## src/design/lsps_pkg.sv

```systemverilog
// shared types and constants of the line sensor steering core
`default_nettype none

package lsps_pkg;

   localparam int SENSOR_W = 8;
   localparam int GAIN_W   = 16;
   localparam int SPEED_W  = 10;
   localparam int CSR_IDX_W = 3;
   localparam int CSR_DAT_W = 16;
   localparam int STEER_W  = 16;
   localparam int LERR_W   = 12;
   localparam int COUNT_W  = 4;
   localparam int WSUM_W   = 6;

   localparam logic [CSR_IDX_W-1:0] REG_GAIN_P         = 3'd0;
   localparam logic [CSR_IDX_W-1:0] REG_GAIN_I         = 3'd1;
   localparam logic [CSR_IDX_W-1:0] REG_GAIN_D         = 3'd2;
   localparam logic [CSR_IDX_W-1:0] REG_SPEED_STRAIGHT = 3'd3;
   localparam logic [CSR_IDX_W-1:0] REG_SPEED_CURVE    = 3'd4;
   localparam logic [CSR_IDX_W-1:0] REG_SPEED_SHARP    = 3'd5;

   localparam logic [SENSOR_W-1:0] SENSOR_RESET = 8'hFF;
   localparam logic [COUNT_W-1:0]  CROSS_COUNT  = 4'd6;

   typedef enum logic [3:0] {
      ST_IDLE,
      ST_EVAL,
      ST_DIVIDE,
      ST_DIV_DONE,
      ST_UPDATE,
      ST_MUL_P,
      ST_MUL_I,
      ST_MUL_D,
      ST_ACCUM,
      ST_SCALE,
      ST_FINISH
   } state_type;

   typedef enum logic [1:0] {
      MUL_ERR,
      MUL_INT,
      MUL_DIF
   } mul_sel_type;

   typedef struct packed {
      logic        capture;
      logic        eval;
      logic        div_step;
      logic        div_finish;
      logic        update;
      logic        mul_en;
      mul_sel_type mul_sel;
      logic        add_en;
      logic        scale;
      logic        load_out;
   } cmd_type;

   typedef struct packed {
      logic need_div;
   } status_type;

   // probe weight, bit 0 is the rightmost probe
   function automatic logic signed [WSUM_W-1:0] probe_weight(input logic [2:0] idx);
      logic signed [WSUM_W-1:0] w;
      case (idx)
         3'd0:    w = 6'sd7;
         3'd1:    w = 6'sd5;
         3'd2:    w = 6'sd3;
         3'd3:    w = 6'sd1;
         3'd4:    w = -6'sd1;
         3'd5:    w = -6'sd3;
         3'd6:    w = -6'sd5;
         default: w = -6'sd7;
      endcase
      return w;
   endfunction

endpackage

`default_nettype wire

```

## src/design/lsps_channels.sv

```systemverilog
// handshake channel interfaces of the line sensor steering core
`default_nettype none

interface lsps_req_if;
   logic       valid;
   logic       ready;
   logic [7:0] sensor_bits;
   logic       read_ok;
   modport source(output valid, output sensor_bits, output read_ok, input ready);
   modport sink(input valid, input sensor_bits, input read_ok, output ready);
endinterface

interface lsps_rsp_if;
   logic               valid;
   logic               ready;
   logic signed [15:0] steer;
   logic [9:0]         cruise_speed;
   logic               cross_line;
   logic [3:0]         black_count;
   logic signed [11:0] line_error;
   modport source(output valid, output steer, output cruise_speed, output cross_line,
                  output black_count, output line_error, input ready);
   modport sink(input valid, input steer, input cruise_speed, input cross_line,
                input black_count, input line_error, output ready);
endinterface

interface lsps_csr_if;
   logic        valid;
   logic        ready;
   logic [2:0]  index;
   logic [15:0] data;
   modport source(output valid, output index, output data, input ready);
   modport sink(input valid, input index, input data, output ready);
endinterface

`default_nettype wire

```

## src/design/lsps_ctrl.sv

```systemverilog
// sequencer of the line sensor steering core
`default_nettype none

module lsps_ctrl
   import lsps_pkg::*;
#(
   parameter int FRAC_BITS = 8
) (
   input  wire         clock,
   input  wire         reset,
   input  wire         req_valid,
   output logic        req_ready,
   output logic        rsp_valid,
   input  wire         rsp_ready,
   input  status_type  status,
   output cmd_type     cmd
);

   localparam int NUM_W = FRAC_BITS + 5;
   localparam int CNT_W = $clog2(NUM_W);
   localparam logic [CNT_W-1:0] LAST_STEP = CNT_W'(NUM_W - 1);

   state_type        state_ff, state_in;
   logic [CNT_W-1:0] div_cnt_ff, div_cnt_in;
   logic             out_valid_ff, out_valid_in;

   always_ff @(posedge clock) begin
      if (reset) begin
         state_ff     <= ST_IDLE;
         div_cnt_ff   <= '0;
         out_valid_ff <= 1'b0;
      end else begin
         state_ff     <= state_in;
         div_cnt_ff   <= div_cnt_in;
         out_valid_ff <= out_valid_in;
      end
   end

   always_comb begin
      state_in     = state_ff;
      div_cnt_in   = div_cnt_ff;
      out_valid_in = out_valid_ff;
      cmd          = '0;
      cmd.mul_sel  = MUL_ERR;
      req_ready    = 1'b0;
      if (out_valid_ff && rsp_ready) begin
         out_valid_in = 1'b0;
      end
      case (state_ff)
         ST_IDLE: begin
            req_ready = 1'b1;
            if (req_valid) begin
               cmd.capture = 1'b1;
               state_in    = ST_EVAL;
            end
         end
         ST_EVAL: begin
            cmd.eval   = 1'b1;
            div_cnt_in = '0;
            state_in   = status.need_div ? ST_DIVIDE : ST_UPDATE;
         end
         ST_DIVIDE: begin
            cmd.div_step = 1'b1;
            div_cnt_in   = CNT_W'(div_cnt_ff + 1'b1);
            if (div_cnt_ff == LAST_STEP) begin
               state_in = ST_DIV_DONE;
            end
         end
         ST_DIV_DONE: begin
            cmd.div_finish = 1'b1;
            state_in       = ST_UPDATE;
         end
         ST_UPDATE: begin
            cmd.update = 1'b1;
            state_in   = ST_MUL_P;
         end
         ST_MUL_P: begin
            cmd.mul_en  = 1'b1;
            cmd.mul_sel = MUL_ERR;
            state_in    = ST_MUL_I;
         end
         ST_MUL_I: begin
            cmd.mul_en  = 1'b1;
            cmd.mul_sel = MUL_INT;
            cmd.add_en  = 1'b1;
            state_in    = ST_MUL_D;
         end
         ST_MUL_D: begin
            cmd.mul_en  = 1'b1;
            cmd.mul_sel = MUL_DIF;
            cmd.add_en  = 1'b1;
            state_in    = ST_ACCUM;
         end
         ST_ACCUM: begin
            cmd.add_en = 1'b1;
            state_in   = ST_SCALE;
         end
         ST_SCALE: begin
            cmd.scale = 1'b1;
            state_in  = ST_FINISH;
         end
         ST_FINISH: begin
            if (!out_valid_ff || rsp_ready) begin
               cmd.load_out = 1'b1;
               out_valid_in = 1'b1;
               state_in     = ST_IDLE;
            end
         end
         default: begin
            state_in = ST_IDLE;
         end
      endcase
   end

   assign rsp_valid = out_valid_ff;

`ifndef SYNTHESIS
   a_no_overwrite: assert property (@(posedge clock) disable iff (reset)
      cmd.load_out |-> (!out_valid_ff || rsp_ready))
      else $error("result register overwritten while still pending");

   a_accept_to_eval: assert property (@(posedge clock) disable iff (reset)
      (state_ff == ST_IDLE && req_valid) |=> (state_ff == ST_EVAL))
      else $error("accepted transaction not evaluated");

   a_div_bound: assert property (@(posedge clock) disable iff (reset)
      (state_ff == ST_DIVIDE) |-> (div_cnt_ff <= LAST_STEP))
      else $error("divider ran past its last step");

   a_drop_on_take: assert property (@(posedge clock) disable iff (reset)
      $fell(out_valid_ff) |-> $past(rsp_ready))
      else $error("result dropped without transaction");
`endif

endmodule

`default_nettype wire

```

## src/design/lsps_datapath.sv

```systemverilog
// centroid error, divider, pid arithmetic and settings of the steering core
`default_nettype none

module lsps_datapath
   import lsps_pkg::*;
#(
   parameter int FRAC_BITS = 8
) (
   input  wire                         clock,
   input  wire                         reset,
   input  cmd_type                     cmd,
   output status_type                  status,
   input  wire [SENSOR_W-1:0]          sensor_bits,
   input  wire                         read_ok,
   input  wire                         csr_we,
   input  wire [CSR_IDX_W-1:0]         csr_index,
   input  wire [CSR_DAT_W-1:0]         csr_data,
   output logic signed [STEER_W-1:0]   steer,
   output logic [SPEED_W-1:0]          cruise_speed,
   output logic                        cross_line,
   output logic [COUNT_W-1:0]          black_count,
   output logic signed [LERR_W-1:0]    line_error
);

   localparam int ERR_W  = FRAC_BITS + 4;
   localparam int DIF_W  = FRAC_BITS + 5;
   localparam int INT_W  = FRAC_BITS + 6;
   localparam int MUL_W  = FRAC_BITS + 7;
   localparam int NUM_W  = FRAC_BITS + 5;
   localparam int PROD_W = MUL_W + GAIN_W + 1;
   localparam int ACC_W  = PROD_W + 2;
   localparam int SHIFT  = FRAC_BITS + 8;
   localparam int Q_W    = ACC_W - SHIFT;

   localparam logic signed [ERR_W-1:0] HALF_FIX   = ERR_W'(1 << (FRAC_BITS - 1));
   localparam logic signed [ERR_W-1:0] LOST_FIX   = ERR_W'(6 << FRAC_BITS);
   localparam logic [ERR_W-1:0]        ZONE_A_FIX = ERR_W'(3 << (FRAC_BITS - 1));
   localparam logic [ERR_W-1:0]        ZONE_B_FIX = ERR_W'(7 << (FRAC_BITS - 1));
   localparam logic signed [INT_W:0]   ILIM_FIX   = (INT_W + 1)'(30 << FRAC_BITS);
   localparam logic [ACC_W-1:0]        ROUND_FIX  = ACC_W'((64'd1 << SHIFT) - 64'd1);
   localparam logic signed [Q_W-1:0]   Q_MAX      = Q_W'(32767);
   localparam logic signed [Q_W-1:0]   Q_MIN      = -Q_W'(32768);

   // settings
   logic [GAIN_W-1:0]  gain_p_ff, gain_i_ff, gain_d_ff;
   logic [SPEED_W-1:0] speed_straight_ff, speed_curve_ff, speed_sharp_ff;

   always_ff @(posedge clock) begin
      if (reset) begin
         gain_p_ff         <= '0;
         gain_i_ff         <= '0;
         gain_d_ff         <= '0;
         speed_straight_ff <= '0;
         speed_curve_ff    <= '0;
         speed_sharp_ff    <= '0;
      end else if (csr_we) begin
         case (csr_index)
            REG_GAIN_P:         gain_p_ff         <= csr_data;
            REG_GAIN_I:         gain_i_ff         <= csr_data;
            REG_GAIN_D:         gain_d_ff         <= csr_data;
            REG_SPEED_STRAIGHT: speed_straight_ff <= csr_data[SPEED_W-1:0];
            REG_SPEED_CURVE:    speed_curve_ff    <= csr_data[SPEED_W-1:0];
            REG_SPEED_SHARP:    speed_sharp_ff    <= csr_data[SPEED_W-1:0];
            default: begin
            end
         endcase
      end
   end

   // frame capture and weight sum
   logic [SENSOR_W-1:0]       frame_in;
   logic signed [WSUM_W-1:0]  wsum_in;
   logic [COUNT_W-1:0]        count_in;
   logic [SENSOR_W-1:0]       hold_ff;
   logic signed [WSUM_W-1:0]  wsum_ff;
   logic [COUNT_W-1:0]        count_ff;

   always_comb begin
      frame_in = read_ok ? sensor_bits : hold_ff;
      wsum_in  = '0;
      count_in = '0;
      for (int i = 0; i < SENSOR_W; i++) begin
         if (!frame_in[i]) begin
            wsum_in  = wsum_in + probe_weight(3'(i));
            count_in = count_in + 1'b1;
         end
      end
   end

   always_ff @(posedge clock) begin
      if (reset) begin
         hold_ff <= SENSOR_RESET;
      end else if (cmd.capture) begin
         hold_ff <= frame_in;
      end
   end

   always_ff @(posedge clock) begin
      if (cmd.capture) begin
         wsum_ff  <= wsum_in;
         count_ff <= count_in;
      end
   end

   logic is_cross, is_lost;
   assign is_cross        = count_ff >= CROSS_COUNT;
   assign is_lost         = count_ff == '0;
   assign status.need_div = count_ff inside {[4'd1:4'd5]};

   // restoring divider, one quotient bit per step
   logic [WSUM_W-2:0] wmag;
   logic [NUM_W-1:0]  num_ff;
   logic [2:0]        rem_ff;
   logic [3:0]        trial;
   logic              qbit;

   assign wmag  = wsum_ff[WSUM_W-1] ? (WSUM_W-1)'(-wsum_ff) : wsum_ff[WSUM_W-2:0];
   assign trial = {rem_ff, num_ff[NUM_W-1]};
   assign qbit  = trial >= count_ff;

   always_ff @(posedge clock) begin
      if (cmd.eval) begin
         num_ff <= NUM_W'(wmag) << FRAC_BITS;
         rem_ff <= '0;
      end else if (cmd.div_step) begin
         num_ff <= {num_ff[NUM_W-2:0], qbit};
         rem_ff <= qbit ? 3'(trial - count_ff) : trial[2:0];
      end
   end

   // error state
   logic signed [ERR_W-1:0] err_ff, last_valid_ff, prev_ff;
   logic signed [INT_W-1:0] integ_ff;
   logic signed [DIF_W-1:0] derr_ff;
   logic signed [ERR_W-1:0] quot;
   logic signed [INT_W:0]   isum;
   logic [ERR_W-1:0]        aerr;

   assign quot = wsum_ff[WSUM_W-1] ? -$signed(num_ff[ERR_W-1:0]) : $signed(num_ff[ERR_W-1:0]);
   assign isum = (INT_W + 1)'(integ_ff) + (INT_W + 1)'(err_ff);
   assign aerr = err_ff[ERR_W-1] ? ERR_W'(-err_ff) : err_ff;

   always_ff @(posedge clock) begin
      if (reset) begin
         err_ff        <= '0;
         last_valid_ff <= '0;
         prev_ff       <= '0;
         integ_ff      <= '0;
      end else begin
         if (cmd.eval && !status.need_div) begin
            if (is_cross) begin
               err_ff <= '0;
            end else if (is_lost && last_valid_ff > HALF_FIX) begin
               err_ff <= LOST_FIX;
            end else if (is_lost && last_valid_ff < -HALF_FIX) begin
               err_ff <= -LOST_FIX;
            end else begin
               err_ff <= '0;
            end
         end else if (cmd.div_finish) begin
            err_ff        <= quot;
            last_valid_ff <= quot;
         end
         if (cmd.update) begin
            prev_ff <= err_ff;
            if (isum > ILIM_FIX) begin
               integ_ff <= INT_W'(ILIM_FIX);
            end else if (isum < -ILIM_FIX) begin
               integ_ff <= INT_W'(-ILIM_FIX);
            end else begin
               integ_ff <= INT_W'(isum);
            end
         end
      end
   end

   logic [SPEED_W-1:0] speed_ff;

   always_ff @(posedge clock) begin
      if (cmd.update) begin
         derr_ff <= DIF_W'(err_ff) - DIF_W'(prev_ff);
         if (aerr <= ZONE_A_FIX) begin
            speed_ff <= speed_straight_ff;
         end else if (aerr <= ZONE_B_FIX) begin
            speed_ff <= speed_curve_ff;
         end else begin
            speed_ff <= speed_sharp_ff;
         end
      end
   end

   // shared multiplier and accumulator
   logic signed [MUL_W-1:0]    mul_a;
   logic signed [GAIN_W:0]     mul_b;
   logic signed [PROD_W-1:0]   prod_ff;
   logic signed [ACC_W-1:0]    acc_ff;

   always_comb begin
      case (cmd.mul_sel)
         MUL_ERR: begin
            mul_a = MUL_W'(err_ff);
            mul_b = $signed({1'b0, gain_p_ff});
         end
         MUL_INT: begin
            mul_a = MUL_W'(integ_ff);
            mul_b = $signed({1'b0, gain_i_ff});
         end
         MUL_DIF: begin
            mul_a = MUL_W'(derr_ff);
            mul_b = $signed({1'b0, gain_d_ff});
         end
         default: begin
            mul_a = '0;
            mul_b = '0;
         end
      endcase
   end

   always_ff @(posedge clock) begin
      if (cmd.mul_en) begin
         prod_ff <= mul_a * mul_b;
      end
   end

   always_ff @(posedge clock) begin
      if (cmd.update) begin
         acc_ff <= '0;
      end else if (cmd.add_en) begin
         acc_ff <= acc_ff + ACC_W'(prod_ff);
      end
   end

   // truncate toward zero, then saturate
   logic signed [ACC_W-1:0]   acc_adj;
   logic signed [Q_W-1:0]     q_val;
   logic signed [STEER_W-1:0] steer_ff;

   assign acc_adj = acc_ff + $signed(acc_ff[ACC_W-1] ? ROUND_FIX : '0);
   assign q_val   = Q_W'(acc_adj >>> SHIFT);

   always_ff @(posedge clock) begin
      if (cmd.scale) begin
         if (q_val > Q_MAX) begin
            steer_ff <= STEER_W'(Q_MAX);
         end else if (q_val < Q_MIN) begin
            steer_ff <= STEER_W'(Q_MIN);
         end else begin
            steer_ff <= STEER_W'(q_val);
         end
      end
   end

   // result register
   logic signed [ERR_W+LERR_W-1:0] err_wide;
   assign err_wide = (ERR_W + LERR_W)'(err_ff);

   always_ff @(posedge clock) begin
      if (cmd.load_out) begin
         steer        <= steer_ff;
         cruise_speed <= speed_ff;
         cross_line   <= is_cross;
         black_count  <= count_ff;
         line_error   <= err_wide[LERR_W-1:0];
      end
   end

endmodule

`default_nettype wire

```

## src/design/line_sensor_pid_steering_core.sv

```systemverilog
// top level of the line sensor steering core
//
// req_chan takes one transaction per sensor frame: sensor_bits (bit 7 leftmost
// probe, 0 = black) and read_ok (0 reuses the held frame). rsp_chan returns one
// transaction per frame: steer, cruise_speed, cross_line, black_count, line_error.
// csr_chan writes the gain and speed registers by index, always ready; write
// only while no frame is in flight.
// a frame whose error needs no centroid division (cross line, line lost) skips the
// divider; otherwise the one-bit-per-cycle restoring divider runs first. The
// single shared multiplier then runs the three pid products in turn.
// one frame is in flight at a time; the core is ready for the next request in
// the cycle after it loads the result into the output register.
// the output register holds a result while rsp ready is low, and the core still
// takes and works on the next frame; it waits at the end only if the previous
// result has not been taken.
// reset clears the held frame to all white, and the error history, integral and
// gain and speed registers to zero; the other datapath registers are not reset.
`default_nettype none

module line_sensor_pid_steering_core
   import lsps_pkg::*;
#(
   parameter int FRAC_BITS = 8
) (
   input  wire         clock,
   input  wire         reset,
   lsps_req_if.sink    req_chan,
   lsps_rsp_if.source  rsp_chan,
   lsps_csr_if.sink    csr_chan
);

   cmd_type    cmd;
   status_type status;

   assign csr_chan.ready = 1'b1;

   lsps_ctrl #(
      .FRAC_BITS(FRAC_BITS)
   ) u_ctrl (
      .clock     (clock),
      .reset     (reset),
      .req_valid (req_chan.valid),
      .req_ready (req_chan.ready),
      .rsp_valid (rsp_chan.valid),
      .rsp_ready (rsp_chan.ready),
      .status    (status),
      .cmd       (cmd)
   );

   lsps_datapath #(
      .FRAC_BITS(FRAC_BITS)
   ) u_datapath (
      .clock        (clock),
      .reset        (reset),
      .cmd          (cmd),
      .status       (status),
      .sensor_bits  (req_chan.sensor_bits),
      .read_ok      (req_chan.read_ok),
      .csr_we       (csr_chan.valid),
      .csr_index    (csr_chan.index),
      .csr_data     (csr_chan.data),
      .steer        (rsp_chan.steer),
      .cruise_speed (rsp_chan.cruise_speed),
      .cross_line   (rsp_chan.cross_line),
      .black_count  (rsp_chan.black_count),
      .line_error   (rsp_chan.line_error)
   );

endmodule

`default_nettype wire

```

## src/flat_wrapper.sv

```systemverilog
// flat-port wrapper written by rule: the top's interface ports become plain ports
module line_sensor_pid_steering_core_flat import lsps_pkg::*;
#(
   parameter int FRAC_BITS = 8
)
  (clock, reset, req_chan_valid, req_chan_sensor_bits, req_chan_read_ok, req_chan_ready, rsp_chan_valid, rsp_chan_steer, rsp_chan_cruise_speed, rsp_chan_cross_line, rsp_chan_black_count, rsp_chan_line_error, rsp_chan_ready, csr_chan_valid, csr_chan_index, csr_chan_data, csr_chan_ready);
  lsps_req_if req_chan_i ();
  lsps_rsp_if rsp_chan_i ();
  lsps_csr_if csr_chan_i ();
  input  wire clock;
  input  wire reset;
  input wire logic [$bits(req_chan_i.valid)-1:0] req_chan_valid;
  input wire logic [$bits(req_chan_i.sensor_bits)-1:0] req_chan_sensor_bits;
  input wire logic [$bits(req_chan_i.read_ok)-1:0] req_chan_read_ok;
  output wire logic [$bits(req_chan_i.ready)-1:0] req_chan_ready;
  output wire logic [$bits(rsp_chan_i.valid)-1:0] rsp_chan_valid;
  output wire logic [$bits(rsp_chan_i.steer)-1:0] rsp_chan_steer;
  output wire logic [$bits(rsp_chan_i.cruise_speed)-1:0] rsp_chan_cruise_speed;
  output wire logic [$bits(rsp_chan_i.cross_line)-1:0] rsp_chan_cross_line;
  output wire logic [$bits(rsp_chan_i.black_count)-1:0] rsp_chan_black_count;
  output wire logic [$bits(rsp_chan_i.line_error)-1:0] rsp_chan_line_error;
  input wire logic [$bits(rsp_chan_i.ready)-1:0] rsp_chan_ready;
  input wire logic [$bits(csr_chan_i.valid)-1:0] csr_chan_valid;
  input wire logic [$bits(csr_chan_i.index)-1:0] csr_chan_index;
  input wire logic [$bits(csr_chan_i.data)-1:0] csr_chan_data;
  output wire logic [$bits(csr_chan_i.ready)-1:0] csr_chan_ready;
  assign req_chan_i.valid = req_chan_valid;
  assign req_chan_i.sensor_bits = req_chan_sensor_bits;
  assign req_chan_i.read_ok = req_chan_read_ok;
  assign req_chan_ready = req_chan_i.ready;
  assign rsp_chan_valid = rsp_chan_i.valid;
  assign rsp_chan_steer = rsp_chan_i.steer;
  assign rsp_chan_cruise_speed = rsp_chan_i.cruise_speed;
  assign rsp_chan_cross_line = rsp_chan_i.cross_line;
  assign rsp_chan_black_count = rsp_chan_i.black_count;
  assign rsp_chan_line_error = rsp_chan_i.line_error;
  assign rsp_chan_i.ready = rsp_chan_ready;
  assign csr_chan_i.valid = csr_chan_valid;
  assign csr_chan_i.index = csr_chan_index;
  assign csr_chan_i.data = csr_chan_data;
  assign csr_chan_ready = csr_chan_i.ready;
  line_sensor_pid_steering_core #(.FRAC_BITS(FRAC_BITS)) u_core (.clock(clock), .reset(reset), .req_chan(req_chan_i), .rsp_chan(rsp_chan_i), .csr_chan(csr_chan_i));
endmodule
```

## config.mk

```make
export PLATFORM = sky130hd
export DESIGN_NAME = line_sensor_pid_steering_core_flat
export DESIGN_NICKNAME = d
export VERILOG_FILES = /design/src/design/lsps_pkg.sv /design/src/design/lsps_channels.sv /design/src/design/lsps_ctrl.sv /design/src/design/lsps_datapath.sv /design/src/design/line_sensor_pid_steering_core.sv /design/src/flat_wrapper.sv
export SDC_FILE = /design/constraint.sdc
export NUM_CORES = 1
export LEC_CHECK = 0
export ABC_AREA = 0
export BUFFER_PORTS_ARGS = -buffer_cell sky130_fd_sc_hd__buf_2
export CORE_ASPECT_RATIO = 2
export CORE_MARGIN = 8
export CORE_UTILIZATION = 35
export DETAILED_ROUTE_END_ITERATION = 7
export GPL_TIMING_DRIVEN = 1
export PLACE_DENSITY = 0.6
export RECOVER_POWER = 50
export SLEW_MARGIN = 15
export SYNTH_ARGS = -nofsm -noshare
export SYNTH_HDL_FRONTEND = slang
export SYNTH_SLANG_ARGS = --single-unit
```

## constraint.sdc

```tcl
create_clock -name clock -period 9.22 [get_ports clock]
set_input_delay 0 -clock clock [delete_from_list [all_inputs] [get_ports clock]]
set_output_delay 0 -clock clock [all_outputs]
set_load 0.005 [all_outputs]
```

==> results.toml <==
[worst_setup_path]
path_max_fanout = 19
required_ns = 9.55
cp-start-kind = "register"
worstPathArrival_ns = 8.76
reg2regPathDepth = 26
cp-end-kind = "register"
crit_type = "register to register"

[floorplan]
core-area_um2 = 70600
die_h_um = 394
initial_core_util_pct = 35.4
dieWidth_um = 205
io-pin-count = 79
die_area_um2 = 80700
num_rows = 138

[timing]
tns_ns = 0
grt_setup_unrepaired = "no"
slew_viol_final = 183
hold_slack_ns = 0.0403
worst_pin_slew_ns = 4.32
fin_crit_sh_pct = 91.4
finalSetupViolCount = 0
fmax_mhz = 119
finalHoldViolations = 0
layout_min_cycle_time_ns = 8.43
skew_ns = 0.0253
slew-limit-headroom_pct = -188

[clock_network]
cts_max_path_buffers = 3
hold_buffers = 33
h-tree-depth = 2
cts_tree = "yes"
post_cts_buffers = 0
clkLatencyLatePin_ns = 0.59
cts_sinks = 318
clockRootBuffer = "clkbuf_16"
cts_made_buffers = 35
cts_resized = 0
clk_pin_slew_ns = 0.06

[synth]
synth-seq-cells = 318
syn_area_um2 = 25000
synth_ff_type = "dfxtp_1"
async_reset_ff_share_pct = 0
synth_edf_count = 128
ys_seq_area_share_pct = 30.6
syn_avg_cell_area_um2 = 8.88
yosys_warnings = 0
synth_cells = 2811
synth.distinct_cells = 83
synth_fp_nets = 3239

[layout]
nNetsFinal = 3348
seq_area_um2 = 7650
final_core_util_pct = 39.6
stdcell_count = 3858
multi_input_area_um2 = 15800
final_cell_mix = "473 x nand2_1, 301 x inv_1, 225 x a21oi_1"
area_delta_synth_final_pct = 12.1
drive_above_1_share_pct = 5.94
fillers = 7001
final_common_cell = "nand2_1"

[global_route]
grt_pass1_vias = 20814
grtUsageMet3_pct = 2.31
grt_pass1_wl_um = 113000
grt_use_met1_pct = 16.6
gr-total-overflow = 0
groute.layer.met2.usage_pct = 35.2
track_usage_pct = 17.8
top_usage_layer = "met2"
antenna_found_initial = 1
grt_max_degree = 95

[detailed_routing]
drc = 0
vias = 19955
dr.pass1.iters = 5
routed_via_density = 5.17
drt_iter0_markers = 1250
routed_wl_um = 72300
post_drt_wl_per_cell_um = 18.7
final_antenna_net_count = 0

[power_and_ir_drop]
peakVddDrop_v = 0.000243
pwr_density_cell_nw_per_um2 = 225
switching_share_pct = 40.9
power_switching_mw = 2.58
seqPwrFrac_pct = 30.8
p_comb_share_pct = 45.8
clkPwrFrac_pct = 23.4
power_mw = 6.31
internal_power_mw = 3.73
leakagePower_nw = 11.9

[placement]
io_buffer_count = 77
gp_congestion = 1.03
hpwl_um = 57600
placed_cells = 3760

[min_path]
min_path_cells = 6
min_path_type = "input pin to register"

[outcome]
failed_checks = "max-capacitance violations, max-slew violations"
status = "complete, but fails checks"

[run]
maxCapViolCount = 4
==> logic make-up after synthesis <==
group	synth area share [%]
muxes	2.77
AOI/OAI and AO/OA	14.2
and+or+nand+nor	16.0
buffers and inverters	6.11
DFF	30.6
xor gates and xnor gates	4.90
other	0.0150
adders and majority gates	25.4
==> power by group through the flow <==
stage	sequential [mW]	combinational [mW]	clock (mW)
after floorplan	1.88	2.17	0
after global placement	1.97	2.86	0
after detailed placement	1.97	2.89	0
after CTS	1.94	2.92	1.52
after global routing	1.97	3.25	1.56
final	1.94	2.89	1.48
==> registers in the layout, indices dropped and copies added (netlist names), 10 cells and up <==
signal and flops:
u_core.u_datapath.acc_ff 34, u_core.u_datapath.prod_ff 32, u_core.u_datapath.gain_d_ff 16, u_core.u_datapath.gain_i_ff 16, u_core.u_datapath.gain_p_ff 16, u_core.u_datapath.steer 16
u_core.u_datapath.steer_ff 16, u_core.u_datapath.integ_ff 14, u_core.u_datapath.derr_ff 13, u_core.u_datapath.num_ff 13, u_core.u_datapath.err_ff 12, u_core.u_datapath.last_valid_ff 12
u_core.u_datapath.line_error 12, u_core.u_datapath.prev_ff 12, u_core.u_datapath.cruise_speed 10, u_core.u_datapath.speed_curve_ff 10, u_core.u_datapath.speed_ff 10, u_core.u_datapath.speed_sharp_ff 10
u_core.u_datapath.speed_straight_ff 10
==> path summary, 6_finish.rpt <==
check,startpoint,endpoint,slack (ns)
setup / recovery,u_core.u_ctrl.state_ff[0]$_SDFFE_PP0P_,u_core.u_datapath.prod_ff[31]$_DFFE_PP_,0.79
hold / removal,csr_chan_index[1],u_core.u_datapath.gain_d_ff[6]$_SDFFE_PP0P_,0.04
setup reg to reg,u_core.u_ctrl.state_ff[0]$_SDFFE_PP0P_,u_core.u_datapath.prod_ff[31]$_DFFE_PP_,0.79
hold reg to reg,u_core.u_datapath.steer_ff[14]$_SDFFCE_PN1P_,u_core.u_datapath.steer[14]$_DFFE_PP_,0.42
==> worst max-delay path, cell delays in order (launching register included) <==
cell	delay, ns
dfxtp_1	1.18
buf_4	0.32
mux2i_1	0.19
nor2_1	0.05
a21oi_1	0.13
buf_4	0.28
nor2_1	0.10
fa_1	0.55
inv_1	0.08
fa_1	0.53
inv_1	0.05
fa_1	0.52
fa_1	0.46
fa_1	0.55
inv_1	0.05
fa_1	0.52
inv_1	0.04
ha_1	0.36
a21oi_1	0.18
o221ai_1	0.14
a31oi_1	0.40
a311oi_1	0.29
nor4_1	0.49
o21ai_0	0.21
a31oi_1	0.22
o21bai_1	0.10
xnor2_1	0.12
==> Yosys cell counts, types with 6 or more instances <==
master / instances / share of area, %
or4_1: 6 / 0.18
ha_1: 210 / 11
xnor2_1: 78 / 2.7
a211o_1: 6 / 0.21
o21ai_0: 107 / 2.1
and2_1: 15 / 0.38
nand4_1: 12 / 0.30
a31oi_1: 14 / 0.35
nor4_1: 6 / 0.15
o21bai_1: 10 / 0.30
a21o_1: 36 / 1.1
o21ai_1: 29 / 0.58
o211ai_1: 17 / 0.51
clkbuf_1: 81 / 1.2
a21oi_1: 225 / 4.5
a21boi_0: 6 / 0.18
mux2_2: 9 / 0.41
and3_1: 21 / 0.53
a211oi_1: 13 / 0.39
dfxtp_1: 190 / 15
edfxtp_1: 128 / 15
nand3_1: 57 / 1.1
nand2b_1: 20 / 0.50
a22o_1: 15 / 0.53
inv_1: 302 / 4.5
xor2_1: 41 / 1.4
nor2_1: 224 / 3.4
o31ai_1: 8 / 0.24
nand2_1: 474 / 7.1
nor2b_1: 26 / 0.65
o21a_1: 35 / 1.1
buf_1: 8 / 0.12
nor3_1: 35 / 0.70
fa_1: 185 / 15
a221oi_1: 6 / 0.21
mux2i_1: 53 / 2.1
==> through the flow <==
step,area (um^2),setup slack [ns]
4_1_cts,28100,0.981
3_5_place_dp,26600,1.00
5_1_grt,28000,0.389
2_1_floorplan,25000,1.55
6_report,28000,0.789
3_3_place_gp,26600,1.13
==> layer usage <==
layer,vias up,wire (um)
met5,-,0
met4,0,5140
met3,204,2320
met2,437,40300
met1,9615,24500
li1,9699,-
==> cell type report <==
type	count	share of cell area, %
diodes	1	0.00894
clock buffers	46	3.42
clock inverters	18	0.769
inverters	302	4.05
multi-input cells	2094	56.5
flip-flops and latches	318	27.3
well taps	910	4.07
repair buffers	169	3.90
No activity file was read; power rests on OpenSTA's default activity.
